===== src/rtl/core/assert_macros.svh =====
// Assertion helpers shared by the RTL.
`ifndef ASSERT_MACROS_SVH
`define ASSERT_MACROS_SVH

`ifndef SYNTHESIS
// Checked on every rising edge, skipped while reset is high.
`define ASSERT_CLK(lbl, clk, rst, prop, msg) \
  lbl: assert property (@(posedge clk) disable iff (rst) (prop)) else $error(msg);
// Checked on every rising edge, reset included.
`define ASSERT_CLK_ALWAYS(lbl, clk, prop, msg) \
  lbl: assert property (@(posedge clk) (prop)) else $error(msg);
`else
`define ASSERT_CLK(lbl, clk, rst, prop, msg)
`define ASSERT_CLK_ALWAYS(lbl, clk, prop, msg)
`endif

`endif


===== src/rtl/core/swt_pkg.sv =====
package swt_pkg;

  localparam int ACTION_W  = 4;
  localparam int SEL_W     = 3;
  localparam int ELAPSED_W = 19;
  localparam int COUNT_W   = 4;
  localparam int DUR_W     = 17;

  localparam int LAP_DEPTH_DEF = 8;

  localparam logic [ELAPSED_W-1:0] SW_MAX     = 19'd359999;
  localparam logic [DUR_W-1:0]     TM_MAX     = 17'd86399;
  localparam logic [DUR_W-1:0]     TM_MIN     = 17'd1;
  localparam logic [DUR_W-1:0]     TM_RESET   = 17'd60;
  localparam logic [DUR_W-1:0]     WARN_LEVEL = 17'd10;
  localparam logic [DUR_W-1:0]     STEP_SMALL = 17'd10;
  localparam logic [DUR_W-1:0]     STEP_LARGE = 17'd60;

  typedef enum logic [ACTION_W-1:0] {
    ACT_TICK      = 4'd0,
    ACT_SW_TOGGLE = 4'd1,
    ACT_LAP       = 4'd2,
    ACT_SW_RESET  = 4'd3,
    ACT_DUR_M60   = 4'd4,
    ACT_DUR_M10   = 4'd5,
    ACT_DUR_P10   = 4'd6,
    ACT_DUR_P60   = 4'd7,
    ACT_TM_TOGGLE = 4'd8,
    ACT_TM_RESET  = 4'd9
  } action_t;

  typedef struct packed {
    logic [ELAPSED_W-1:0] sw_elapsed;
    logic                 sw_active;
    logic [COUNT_W-1:0]   lap_count;
    logic [ELAPSED_W-1:0] lap_value;
    logic [DUR_W-1:0]     tm_duration;
    logic [DUR_W-1:0]     tm_remaining;
    logic                 tm_active;
    logic                 tm_done;
    logic                 tm_warning;
  } res_t;

endpackage


===== src/rtl/core/swt_lap_mem.sv =====
module swt_lap_mem #(
  parameter int DEPTH = swt_pkg::LAP_DEPTH_DEF,
  localparam int AW = (DEPTH > 1) ? $clog2(DEPTH) : 1
) (
  input  logic                           clk,
  input  logic                           rd_en,
  input  logic [AW-1:0]                  rd_addr,
  input  logic                           wr_en,
  input  logic [AW-1:0]                  wr_addr,
  input  logic [swt_pkg::ELAPSED_W-1:0]  wr_data,
  output logic [swt_pkg::ELAPSED_W-1:0]  rd_data
);
  import swt_pkg::*;

  logic [ELAPSED_W-1:0] mem [DEPTH];

  always_ff @(posedge clk) begin
    if (wr_en) begin
      mem[wr_addr] <= wr_data;
    end
    if (rd_en) begin
      // write-first: a lap recorded on this same edge is seen by the read
      if (wr_en && (wr_addr == rd_addr)) begin
        rd_data <= wr_data;
      end else begin
        rd_data <= mem[rd_addr];
      end
    end
  end

endmodule


===== src/rtl/core/swt_core.sv =====
`include "assert_macros.svh"

module swt_core #(
  parameter int LAP_DEPTH = swt_pkg::LAP_DEPTH_DEF,
  localparam int AW = (LAP_DEPTH > 1) ? $clog2(LAP_DEPTH) : 1
) (
  input  logic                          clk,
  input  logic                          rst,
  input  logic                          load,
  input  logic [swt_pkg::ACTION_W-1:0]  action,
  input  logic [swt_pkg::SEL_W-1:0]     sel,
  input  logic [swt_pkg::ELAPSED_W-1:0] lap_rdata,
  output swt_pkg::res_t                 res,
  output logic                          lap_we,
  output logic [AW-1:0]                 lap_waddr,
  output logic [swt_pkg::ELAPSED_W-1:0] lap_wdata
);
  import swt_pkg::*;

  localparam int CW   = $clog2(LAP_DEPTH + 1);
  localparam int SELW = (CW > SEL_W) ? CW : SEL_W;

  logic                 sw_run, sw_run_next;
  logic [ELAPSED_W-1:0] sw_elapsed, sw_elapsed_next;
  logic [CW-1:0]        laps, laps_next;
  logic [DUR_W-1:0]     tm_duration, tm_duration_next;
  logic [DUR_W-1:0]     tm_remaining, tm_remaining_next;
  logic                 tm_run, tm_run_next;
  logic                 tm_done, tm_done_next;

  logic [DUR_W:0]       dur_sum;
  logic [DUR_W-1:0]     dur_step;
  logic                 dur_up;
  logic [DUR_W-1:0]     rem_dec;
  logic                 lap_rec;
  logic [SELW-1:0]      sel_ext, laps_ext, wr_ext;
  logic                 hit_self;
  logic [CW+3:0]        cnt_wide;

  always_comb begin
    dur_step = (action == ACT_DUR_M60 || action == ACT_DUR_P60) ? STEP_LARGE : STEP_SMALL;
    dur_up   = (action == ACT_DUR_P10 || action == ACT_DUR_P60);
    dur_sum  = {1'b0, tm_duration} + {1'b0, dur_step};
    rem_dec  = (tm_remaining != '0) ? tm_remaining - 17'd1 : tm_remaining;

    sw_run_next       = sw_run;
    sw_elapsed_next   = sw_elapsed;
    laps_next         = laps;
    tm_duration_next  = tm_duration;
    tm_remaining_next = tm_remaining;
    tm_run_next       = tm_run;
    tm_done_next      = tm_done;
    lap_rec           = 1'b0;

    case (action)
      ACT_TICK: begin
        if (sw_run && (sw_elapsed < SW_MAX)) begin
          sw_elapsed_next = sw_elapsed + 19'd1;
        end
        if (tm_run) begin
          tm_remaining_next = rem_dec;
          if (rem_dec == '0) begin
            tm_run_next  = 1'b0;
            tm_done_next = 1'b1;
          end
        end
      end
      ACT_SW_TOGGLE: begin
        sw_run_next = !sw_run;
      end
      ACT_LAP: begin
        if (sw_run && (laps < CW'(LAP_DEPTH))) begin
          lap_rec   = 1'b1;
          laps_next = laps + CW'(1);
        end
      end
      ACT_SW_RESET: begin
        sw_run_next     = 1'b0;
        sw_elapsed_next = '0;
        laps_next       = '0;
      end
      ACT_DUR_M60, ACT_DUR_M10, ACT_DUR_P10, ACT_DUR_P60: begin
        // duration is locked while counting or done
        if (!(tm_run || tm_done)) begin
          if (dur_up) begin
            tm_duration_next = (dur_sum > {1'b0, TM_MAX}) ? TM_MAX : dur_sum[DUR_W-1:0];
          end else begin
            tm_duration_next = (tm_duration <= dur_step) ? TM_MIN : tm_duration - dur_step;
          end
          tm_remaining_next = tm_duration_next;
        end
      end
      ACT_TM_TOGGLE: begin
        if (tm_done) begin
          tm_done_next      = 1'b0;
          tm_remaining_next = tm_duration;
          tm_run_next       = 1'b1;
        end else begin
          tm_run_next = !tm_run;
        end
      end
      ACT_TM_RESET: begin
        tm_run_next       = 1'b0;
        tm_done_next      = 1'b0;
        tm_remaining_next = tm_duration;
      end
      default: ;
    endcase
  end

  assign lap_we    = load && lap_rec;
  assign lap_waddr = laps[AW-1:0];
  assign lap_wdata = sw_elapsed;

  always_comb begin
    sel_ext  = SELW'(sel);
    laps_ext = SELW'(laps_next);
    wr_ext   = SELW'(laps);
    // lap recorded by this word at the selected slot bypasses the memory
    hit_self = lap_rec && (sel_ext == wr_ext);
    cnt_wide = {4'b0, laps_next};

    res.sw_elapsed   = sw_elapsed_next;
    res.sw_active    = sw_run_next;
    res.lap_count    = cnt_wide[COUNT_W-1:0];
    res.lap_value    = (sel_ext < laps_ext) ? (hit_self ? sw_elapsed : lap_rdata) : '0;
    res.tm_duration  = tm_duration_next;
    res.tm_remaining = tm_done_next ? '0 : tm_remaining_next;
    res.tm_active    = tm_run_next;
    res.tm_done      = tm_done_next;
    res.tm_warning   = tm_run_next && (tm_remaining_next <= WARN_LEVEL);
  end

  always_ff @(posedge clk) begin
    if (rst) begin
      sw_run       <= 1'b0;
      sw_elapsed   <= '0;
      laps         <= '0;
      tm_duration  <= TM_RESET;
      tm_remaining <= TM_RESET;
      tm_run       <= 1'b0;
      tm_done      <= 1'b0;
    end else if (load) begin
      sw_run       <= sw_run_next;
      sw_elapsed   <= sw_elapsed_next;
      laps         <= laps_next;
      tm_duration  <= tm_duration_next;
      tm_remaining <= tm_remaining_next;
      tm_run       <= tm_run_next;
      tm_done      <= tm_done_next;
    end
  end

  `ASSERT_CLK(a_done_not_running, clk, rst, !(tm_done && tm_run), "timer done while running")
  `ASSERT_CLK(a_dur, clk, rst, (tm_duration >= TM_MIN) && (tm_duration <= TM_MAX), "duration range")
  `ASSERT_CLK(a_laps_bound, clk, rst, laps <= CW'(LAP_DEPTH), "lap count beyond store depth")
  `ASSERT_CLK(a_sw_sat, clk, rst, sw_elapsed <= SW_MAX, "stopwatch past saturation")
  `ASSERT_CLK(a_hold, clk, rst, !load |=> $stable({sw_elapsed, laps, tm_remaining}), "state moved")

endmodule


===== src/rtl/core/stopwatch_countdown_timer.sv =====
// Stopwatch with laps and countdown timer, one action word per cycle unless
// out_ready stalls the output; a word is held in the input register, then its
// result passes through one logic stage into the result register.
// Lap memory has one registered read port, addressed by lap_index at accept.
// Reset (rst, synchronous) clears counters, flags and handshake; timer loads 60 s.
// Lap memory is not cleared; only recorded entries are ever reported.
module stopwatch_countdown_timer #(
  parameter int LAP_DEPTH = swt_pkg::LAP_DEPTH_DEF
) (
  input  logic                          clk,
  input  logic                          rst,
  input  logic                          in_valid,
  output logic                          in_ready,
  input  logic [swt_pkg::ACTION_W-1:0]  action,
  input  logic [swt_pkg::SEL_W-1:0]     lap_index,
  output logic                          out_valid,
  input  logic                          out_ready,
  output logic [swt_pkg::ELAPSED_W-1:0] sw_elapsed,
  output logic                          sw_active,
  output logic [swt_pkg::COUNT_W-1:0]   lap_count,
  output logic [swt_pkg::ELAPSED_W-1:0] lap_value,
  output logic [swt_pkg::DUR_W-1:0]     tm_duration,
  output logic [swt_pkg::DUR_W-1:0]     tm_remaining,
  output logic                          tm_active,
  output logic                          tm_done,
  output logic                          tm_warning
);
  import swt_pkg::*;

  localparam int AW = (LAP_DEPTH > 1) ? $clog2(LAP_DEPTH) : 1;

  logic                 s1_valid;
  logic [ACTION_W-1:0]  s1_action;
  logic [SEL_W-1:0]     s1_sel;
  logic                 load;
  logic                 accept;
  res_t                 res_next;
  res_t                 res;
  logic                 lap_we;
  logic [AW-1:0]        lap_waddr;
  logic [ELAPSED_W-1:0] lap_wdata;
  logic [ELAPSED_W-1:0] lap_rdata;
  logic [AW+SEL_W-1:0]  sel_wide;

  assign load     = s1_valid && (!out_valid || out_ready);
  assign in_ready = !s1_valid || load;
  assign accept   = in_valid && in_ready;
  assign sel_wide = {AW'(0), lap_index};

  always_ff @(posedge clk) begin
    if (rst) begin
      s1_valid <= 1'b0;
    end else if (accept) begin
      s1_valid <= 1'b1;
    end else if (load) begin
      s1_valid <= 1'b0;
    end
  end

  always_ff @(posedge clk) begin
    if (accept) begin
      s1_action <= action;
      s1_sel    <= lap_index;
    end
  end

  swt_lap_mem #(
    .DEPTH(LAP_DEPTH)
  ) u_lap_mem (
    .clk     (clk),
    .rd_en   (accept),
    .rd_addr (sel_wide[AW-1:0]),
    .wr_en   (lap_we),
    .wr_addr (lap_waddr),
    .wr_data (lap_wdata),
    .rd_data (lap_rdata)
  );

  swt_core #(
    .LAP_DEPTH(LAP_DEPTH)
  ) u_core (
    .clk       (clk),
    .rst       (rst),
    .load      (load),
    .action    (s1_action),
    .sel       (s1_sel),
    .lap_rdata (lap_rdata),
    .res       (res_next),
    .lap_we    (lap_we),
    .lap_waddr (lap_waddr),
    .lap_wdata (lap_wdata)
  );

  always_ff @(posedge clk) begin
    if (rst) begin
      out_valid <= 1'b0;
    end else if (load) begin
      out_valid <= 1'b1;
    end else if (out_ready) begin
      out_valid <= 1'b0;
    end
  end

  always_ff @(posedge clk) begin
    if (load) begin
      res <= res_next;
    end
  end

  assign sw_elapsed   = res.sw_elapsed;
  assign sw_active    = res.sw_active;
  assign lap_count    = res.lap_count;
  assign lap_value    = res.lap_value;
  assign tm_duration  = res.tm_duration;
  assign tm_remaining = res.tm_remaining;
  assign tm_active    = res.tm_active;
  assign tm_done      = res.tm_done;
  assign tm_warning   = res.tm_warning;

endmodule


===== config.mk =====
export PLATFORM = sky130hd
export DESIGN_NAME = stopwatch_countdown_timer
export DESIGN_NICKNAME = d
export VERILOG_FILES = /design/src/rtl/core/swt_pkg.sv /design/src/rtl/core/swt_lap_mem.sv /design/src/rtl/core/swt_core.sv /design/src/rtl/core/stopwatch_countdown_timer.sv
export VERILOG_INCLUDE_DIRS = /design/src /design/src/rtl/core
export SDC_FILE = /design/constraint.sdc
export NUM_CORES = 1
export LEC_CHECK = 0
export BUFFER_PORTS_ARGS = -buffer_cell sky130_fd_sc_hd__buf_2
export CORE_MARGIN = 4
export CORE_UTILIZATION = 48
export CTS_CLUSTER_SIZE = 25
export DETAILED_ROUTE_END_ITERATION = 8
export GPL_TIMING_DRIVEN = 0
export HOLD_SLACK_MARGIN = 0.05
export MAX_ROUTING_LAYER = met4
export PLACE_DENSITY = 0.62
export SYNTH_ARGS = -nofsm -noshare
export SYNTH_HDL_FRONTEND = slang
export SYNTH_SLANG_ARGS = --single-unit

===== constraint.sdc =====
create_clock -name clk -period 5.5 [get_ports clk]
set_input_delay 0.825 -clock clk [delete_from_list [all_inputs] [get_ports clk]]
set_output_delay 0.825 -clock clk [all_outputs]
set_load 0.05 [all_outputs]

**Yosys cells after proc, flatten, opt, wreduce, memory -nomap -nowiden**

Memories as Yosys holds them, arrays and structs flattened. A register that Yosys moved wholly into a read port is not among the register bits.
Index checks and enable logic that the tools add are counted.

- Output and inout bits: 82
- Memories kept: 1
- Input bits: 11
- Word-level logic and storage cells: 97
- Memory bits (writable): 152
- Register bits: 149

Memory list:

| name | words | bits a word | rd ports | clocked after memory_dff | wr ports | line | RTL |
|---|---|---|---|---|---|---|---|
| u_lap_mem.mem | 8 | 19 | 1 | 1 | 1 | swt_lap_mem.sv:15 | `logic [ELAPSED_W-1:0] mem [DEPTH];` |

- Eq/ne operators: 10
- Order comparisons: 6
- Reductions and logical operators: 23
- $add $sub $neg: 5
- Muxes and demuxes: 32

Operator list:

| cell | count |
|---|---|
| 17-bit two-way mux | 9 |
| 17-bit case mux with 4 select lines | 1 |
| 19-bit two-way mux | 2 |
| 19-bit case mux with 2 select lines | 1 |
| 19-bit by 1-bit adder with 19-bit output, second input constant | 1 |
| 19-bit < comparator, second input constant | 1 |
| 17-bit by 17-bit adder with 18-bit output | 1 |
| 18-bit by 17-bit greater-than comparator with 1-bit output, second input constant | 1 |
| 17-bit <= comparator | 1 |
| 17-bit by 4-bit <= comparator with 1-bit output, second input constant | 1 |
| 17-bit logical NOT | 1 |
| 17-bit nonzero test | 1 |
| 17-bit by 1-bit subtractor with 17-bit output, second input constant | 1 |
| 17-bit subtractor | 1 |
| 4-bit by 3-bit equality test with 1-bit output, second input constant | 4 |
| 1-bit two-way mux | 13 |
| 4-bit by 2-bit equality test with 1-bit output, second input constant | 2 |
| 4-bit equality test, second input constant | 2 |
| 4-bit case mux with 2 select lines | 1 |
| 1-bit logical AND | 7 |
| 6-bit two-way mux | 1 |
| 1-bit logical OR | 5 |
| 4-bit by 1-bit adder with 4-bit output, second input constant | 1 |
| 3-bit by 4-bit equality test with 1-bit output | 1 |
| 11 further kinds | 16 |

**Longest topological paths before layout**

- Depth after elaboration: 11
- Depth in mapped cells: 18
- Depth with buffers taken out: 16

**Hierarchy**

A second synthesis with hierarchy kept.

- Cells, all modules: 1186
- Area total of the unflattened synthesis: 15168.3 µm²

By module, submodules not included:

| module | area each (µm²) | cells an instance | seq. area each (µm²) | instances |
|---|---|---|---|---|
| swt_lap_mem | 6583.8 | 275 | 5134.9 | 1 |
| swt_core | 5868.1 | 814 | 1201.2 | 1 |
| stopwatch_countdown_timer | 2716.4 | 97 | 2652.5 | 1 |

**Worst setup path after synthesis**

OpenSTA, ideal clock, no wires.

- Kind: register to register
- From: register s1_action[0]
- To: register res (netlist bit tm_warning), data pin
- Stages on the path, launching flop included: 19
- Path buffers: 2
- Library setup time: 133 ps
- Slack: 1274 ps
- Clock period less this slack: 4226 ps
- Arrival time: 4093 ps
- Data required time: 5367 ps
- Cell sequence: edfxtp_1 -> buf_1 -> xor2_1 -> nor2_1 -> inv_1 -> ha_1 -> inv_1 -> fa_1 -> nand2b_1 -> a211oi_2 -> nor3_1 -> nor3_1 -> o22ai_1 -> o31a_4 -> buf_6 -> a21oi_2 -> o22ai_1 -> nor4_2 -> o2111a_1

RTL lines:

| element | line | RTL |
|---|---|---|
| from (decl) | stopwatch_countdown_timer.sv:33 | `logic [ACTION_W-1:0] s1_action;` |
| from (signal assigned) | stopwatch_countdown_timer.sv:62 | `s1_action <= action;` |
| to (signal assigned) | stopwatch_countdown_timer.sv:106 | `res <= res_next;` |
| to (decl) | stopwatch_countdown_timer.sv:38 | `res_t res;` |

==> flow_summary.json <==
{
  "slew_headroom_pct": 4.75,
  "cp_max_fo": 10,
  "seq_area_frac_synth_pct": 58.3,
  "routedWlPerCell_microns": 23.6,
  "viasPerCell": 6.09,
  "synth_edf_count": 258,
  "drc": 0,
  "tightest_slew_ns": 1.42,
  "fp.dieH_microns": 187,
  "worstSetupStartpointType": "flip-flop",
  "drive_above_1_share_pct": 17.4,
  "layout_commonest_cell": "edfxtp_1",
  "antenna_found_initial": 1,
  "finalSetupViolations": 0,
  "synthTopCellsByArea": "edfxtp_1 (50%), dfxtp_1 (8.0%), mux4_2 (5.5%)",
  "rows": 65,
  "postSynth.asyncResetShare_pct": 0,
  "start_util_pct": 48.8,
  "die_area_sq_um": 35100,
  "grt_overflow": 0,
  "rsz0062_at_grt": "false",
  "power_density_nw_per_um2": 319,
  "final_cell_mix": "edfxtp_1 (258), nor2_1 (153), nand2_1 (134)",
  "finalCritPeriodShare_pct": 93.6,
  "clkSinkCount": 320,
  "place.gp.congestion": 0.967,
  "yosysTopAreaCell": "edfxtp_1",
  "finalMaxSlewViolations": 0,
  "crit_start": "s1_action[1]",
  "hold_viol_final": 0,
  "synth_top_area_share_pct": 50.2,
  "fin_nets": 1502,
  "drt_iter0_drc": 1205,
  "ir_worst_vdd_v": 0.000190,
  "dp_hpwl_mm": 31.5,
  "ios": 93,
  "num_vias": 11600,
  "skew_ns": 0.0132,
  "cp-end-kind": "flip-flop",
  "grt_max_degree": 55,
  "syn_avg_cell_area_sq_um": 11.6,
  "worstPathArrival_ns": 5.53,
  "cap_violations": 0,
  "max_freq_ghz": 0.194,
  "cts_made_buffers": 35,
  "grt_pass1_wl_mm": 68.5,
  "htreeDepth": 2,
  "worstPathRequired_ns": 5.88,
  "synth_area_sq_um": 15400,
  "ys_seq_elements": 320,
  "syn_nets": 1360,
  "final_area_sq_um": 17800,
  "ant_nets": 0,
  "firstDrtPassIters": 8,
  "yosys_most_used_dff": "edfxtp_1",
  "filler_cell_count": 2652,
  "critPathKind": "reg -> reg",
  "wl_mm": 45.0,
  "cts_root_buf": "clkbuf_16",
  "min_from": "action[3]",
  "final_util_pct": 56.2,
  "area_growth_pct": 15.3,
  "clockBufferDepth": 3,
  "clk-insertion-delay-late_ns": 0.53,
  "placed_area_sq_um": 16600,
  "holdBufCountCts": 0,
  "dieWidth_microns": 187,
  "portBuffers": 91,
  "fin_total_pwr_mw": 5.67,
  "cts_tree": "built",
  "cts.reportedPaths.clkPinSlew_ns": 0.06,
  "yosysUniqueCellTypes": 91,
  "coreArea_sq_um": 31600,
  "postSynthCellCount": 1333,
  "power_leakage_nw": 6.38,
  "status": "finished clean",
  "finalCriticalPeriod_ns": 5.15,
  "grt_usage_pct": 25.9,
  "grt_pass1_vias": 11200,
  "yosys_warnings": 0,
  "r2r-start": "s1_action[1]",
  "hold_class": "in -> reg"
}
-- timing repair --
item,4_1_cts,5_1_grt
endpoints found under the setup margin,1,3
setup buffers,0,4
resized for setup,3,0
-- logic make-up after synthesis --
group	Yosys count	share of synthesized area (%)
muxes	92	9.11
AOI/OAI and AO/OA	304	13.1
adders and majority gates	16	1.39
DFF	320	58.3
and+or+nand+nor	452	13.5
xor gates and xnor gates	24	1.36
buffers and inverters	125	3.32
-- critical path, stage by stage (launching register included) --
cell      delay (ns)
edfxtp_1        0.58
xor2_1          0.24
nor2_2          0.32
inv_1           0.21
ha_1            0.24
inv_1           0.07
fa_1            0.28
nand2b_1        0.12
a211oi_2        0.47
or3b_1          0.33
o221ai_4        0.19
nor2_1          0.26
buf_2           0.31
a31oi_1         0.25
a211oi_2        0.45
nand3b_1        0.15
nor4_2          0.30
o2111a_1        0.23
-- registers in the layout (all words and copies together), names as in the netlist, 3 cells and up --
signal and count:
u_lap_mem.mem 152, s1_sel 3, u_core.laps 4, u_lap_mem.rd_data 19, tm_duration 17, u_core.lap_wdata 19
u_core.tm_remaining 17, lap_value 19, lap_count 4, u_core.tm_duration 17, s1_action 4, sw_elapsed 19
tm_remaining 17
-- report_power, final --
part,switching (mW),internal [mW],leakage (nW)
combinational,0.458,0.192,2.92
clock,0.948,1.35,0.542
sequential,0.0461,2.68,2.92
-- path summary, 6_finish.rpt --
| kind | endpoint | cells after the start | slack (ns) |
|---|---|---|---|
| setup reg to reg | tm_warning | 17 | 0.35 |
| hold reg to reg | out_valid | 2 | 0.52 |
| setup / recovery | tm_warning | 17 | 0.35 |
| hold / removal | s1_action[3] | 1 | 0.48 |
-- cells in the mapped netlist, drive strengths merged (8+ instances only) --
cell type	number
a211oi	18
a21o	14
a21oi	78
a22oi	10
a31oi	14
buf	26
clkbuf	71
dfxtp	62
edfxtp	258
ha	14
inv	28
mux2i	47
mux4	38
nand2	135
nand2b	12
nand3	29
nor2	162
nor2b	8
nor3	40
nor4	15
o21ai	83
o31ai	8
xnor2	10
xor2	14
-- cell type report --
type	instances	area, sq um	share of cell area [%]
antenna	1	2.50	0.0141
buffer	95	404	2.27
clock buffer	46	937	5.27
clock inverter	17	178	0.999
inverter	28	105	0.591
multi-input combinational	888	5970	33.6
sequential	320	8990	50.5
tap	402	503	2.83
timing repair buffer	107	702	3.95
-- metrics by stage --
stage                     instances  hold slack (ns)  setup WS (ns)  setup TNS [ns]
after CTS                      1901            0.472          0.127               0
after global placement         1826            0.510         -0.490          -13.99
after global routing           1904            0.479          0.111               0
after detailed placement       1838            0.516         -0.270          -0.270
final                          1904            0.483          0.350               0
after floorplan                1333            0.467           1.27               0
-- per-layer routing --
metal,GRT usage (%),part of all wire [%],wire length (microns),vias to the layer above
met3,3.02,6.0,2680,109
met5,-,0,0,-
met4,8.59,3.7,1660,0
met2,43.2,50,22300,473
li1,-,-,-,5287
met1,33.1,41,18300,5734
Note: power is estimated with default switching activity, not from simulation.
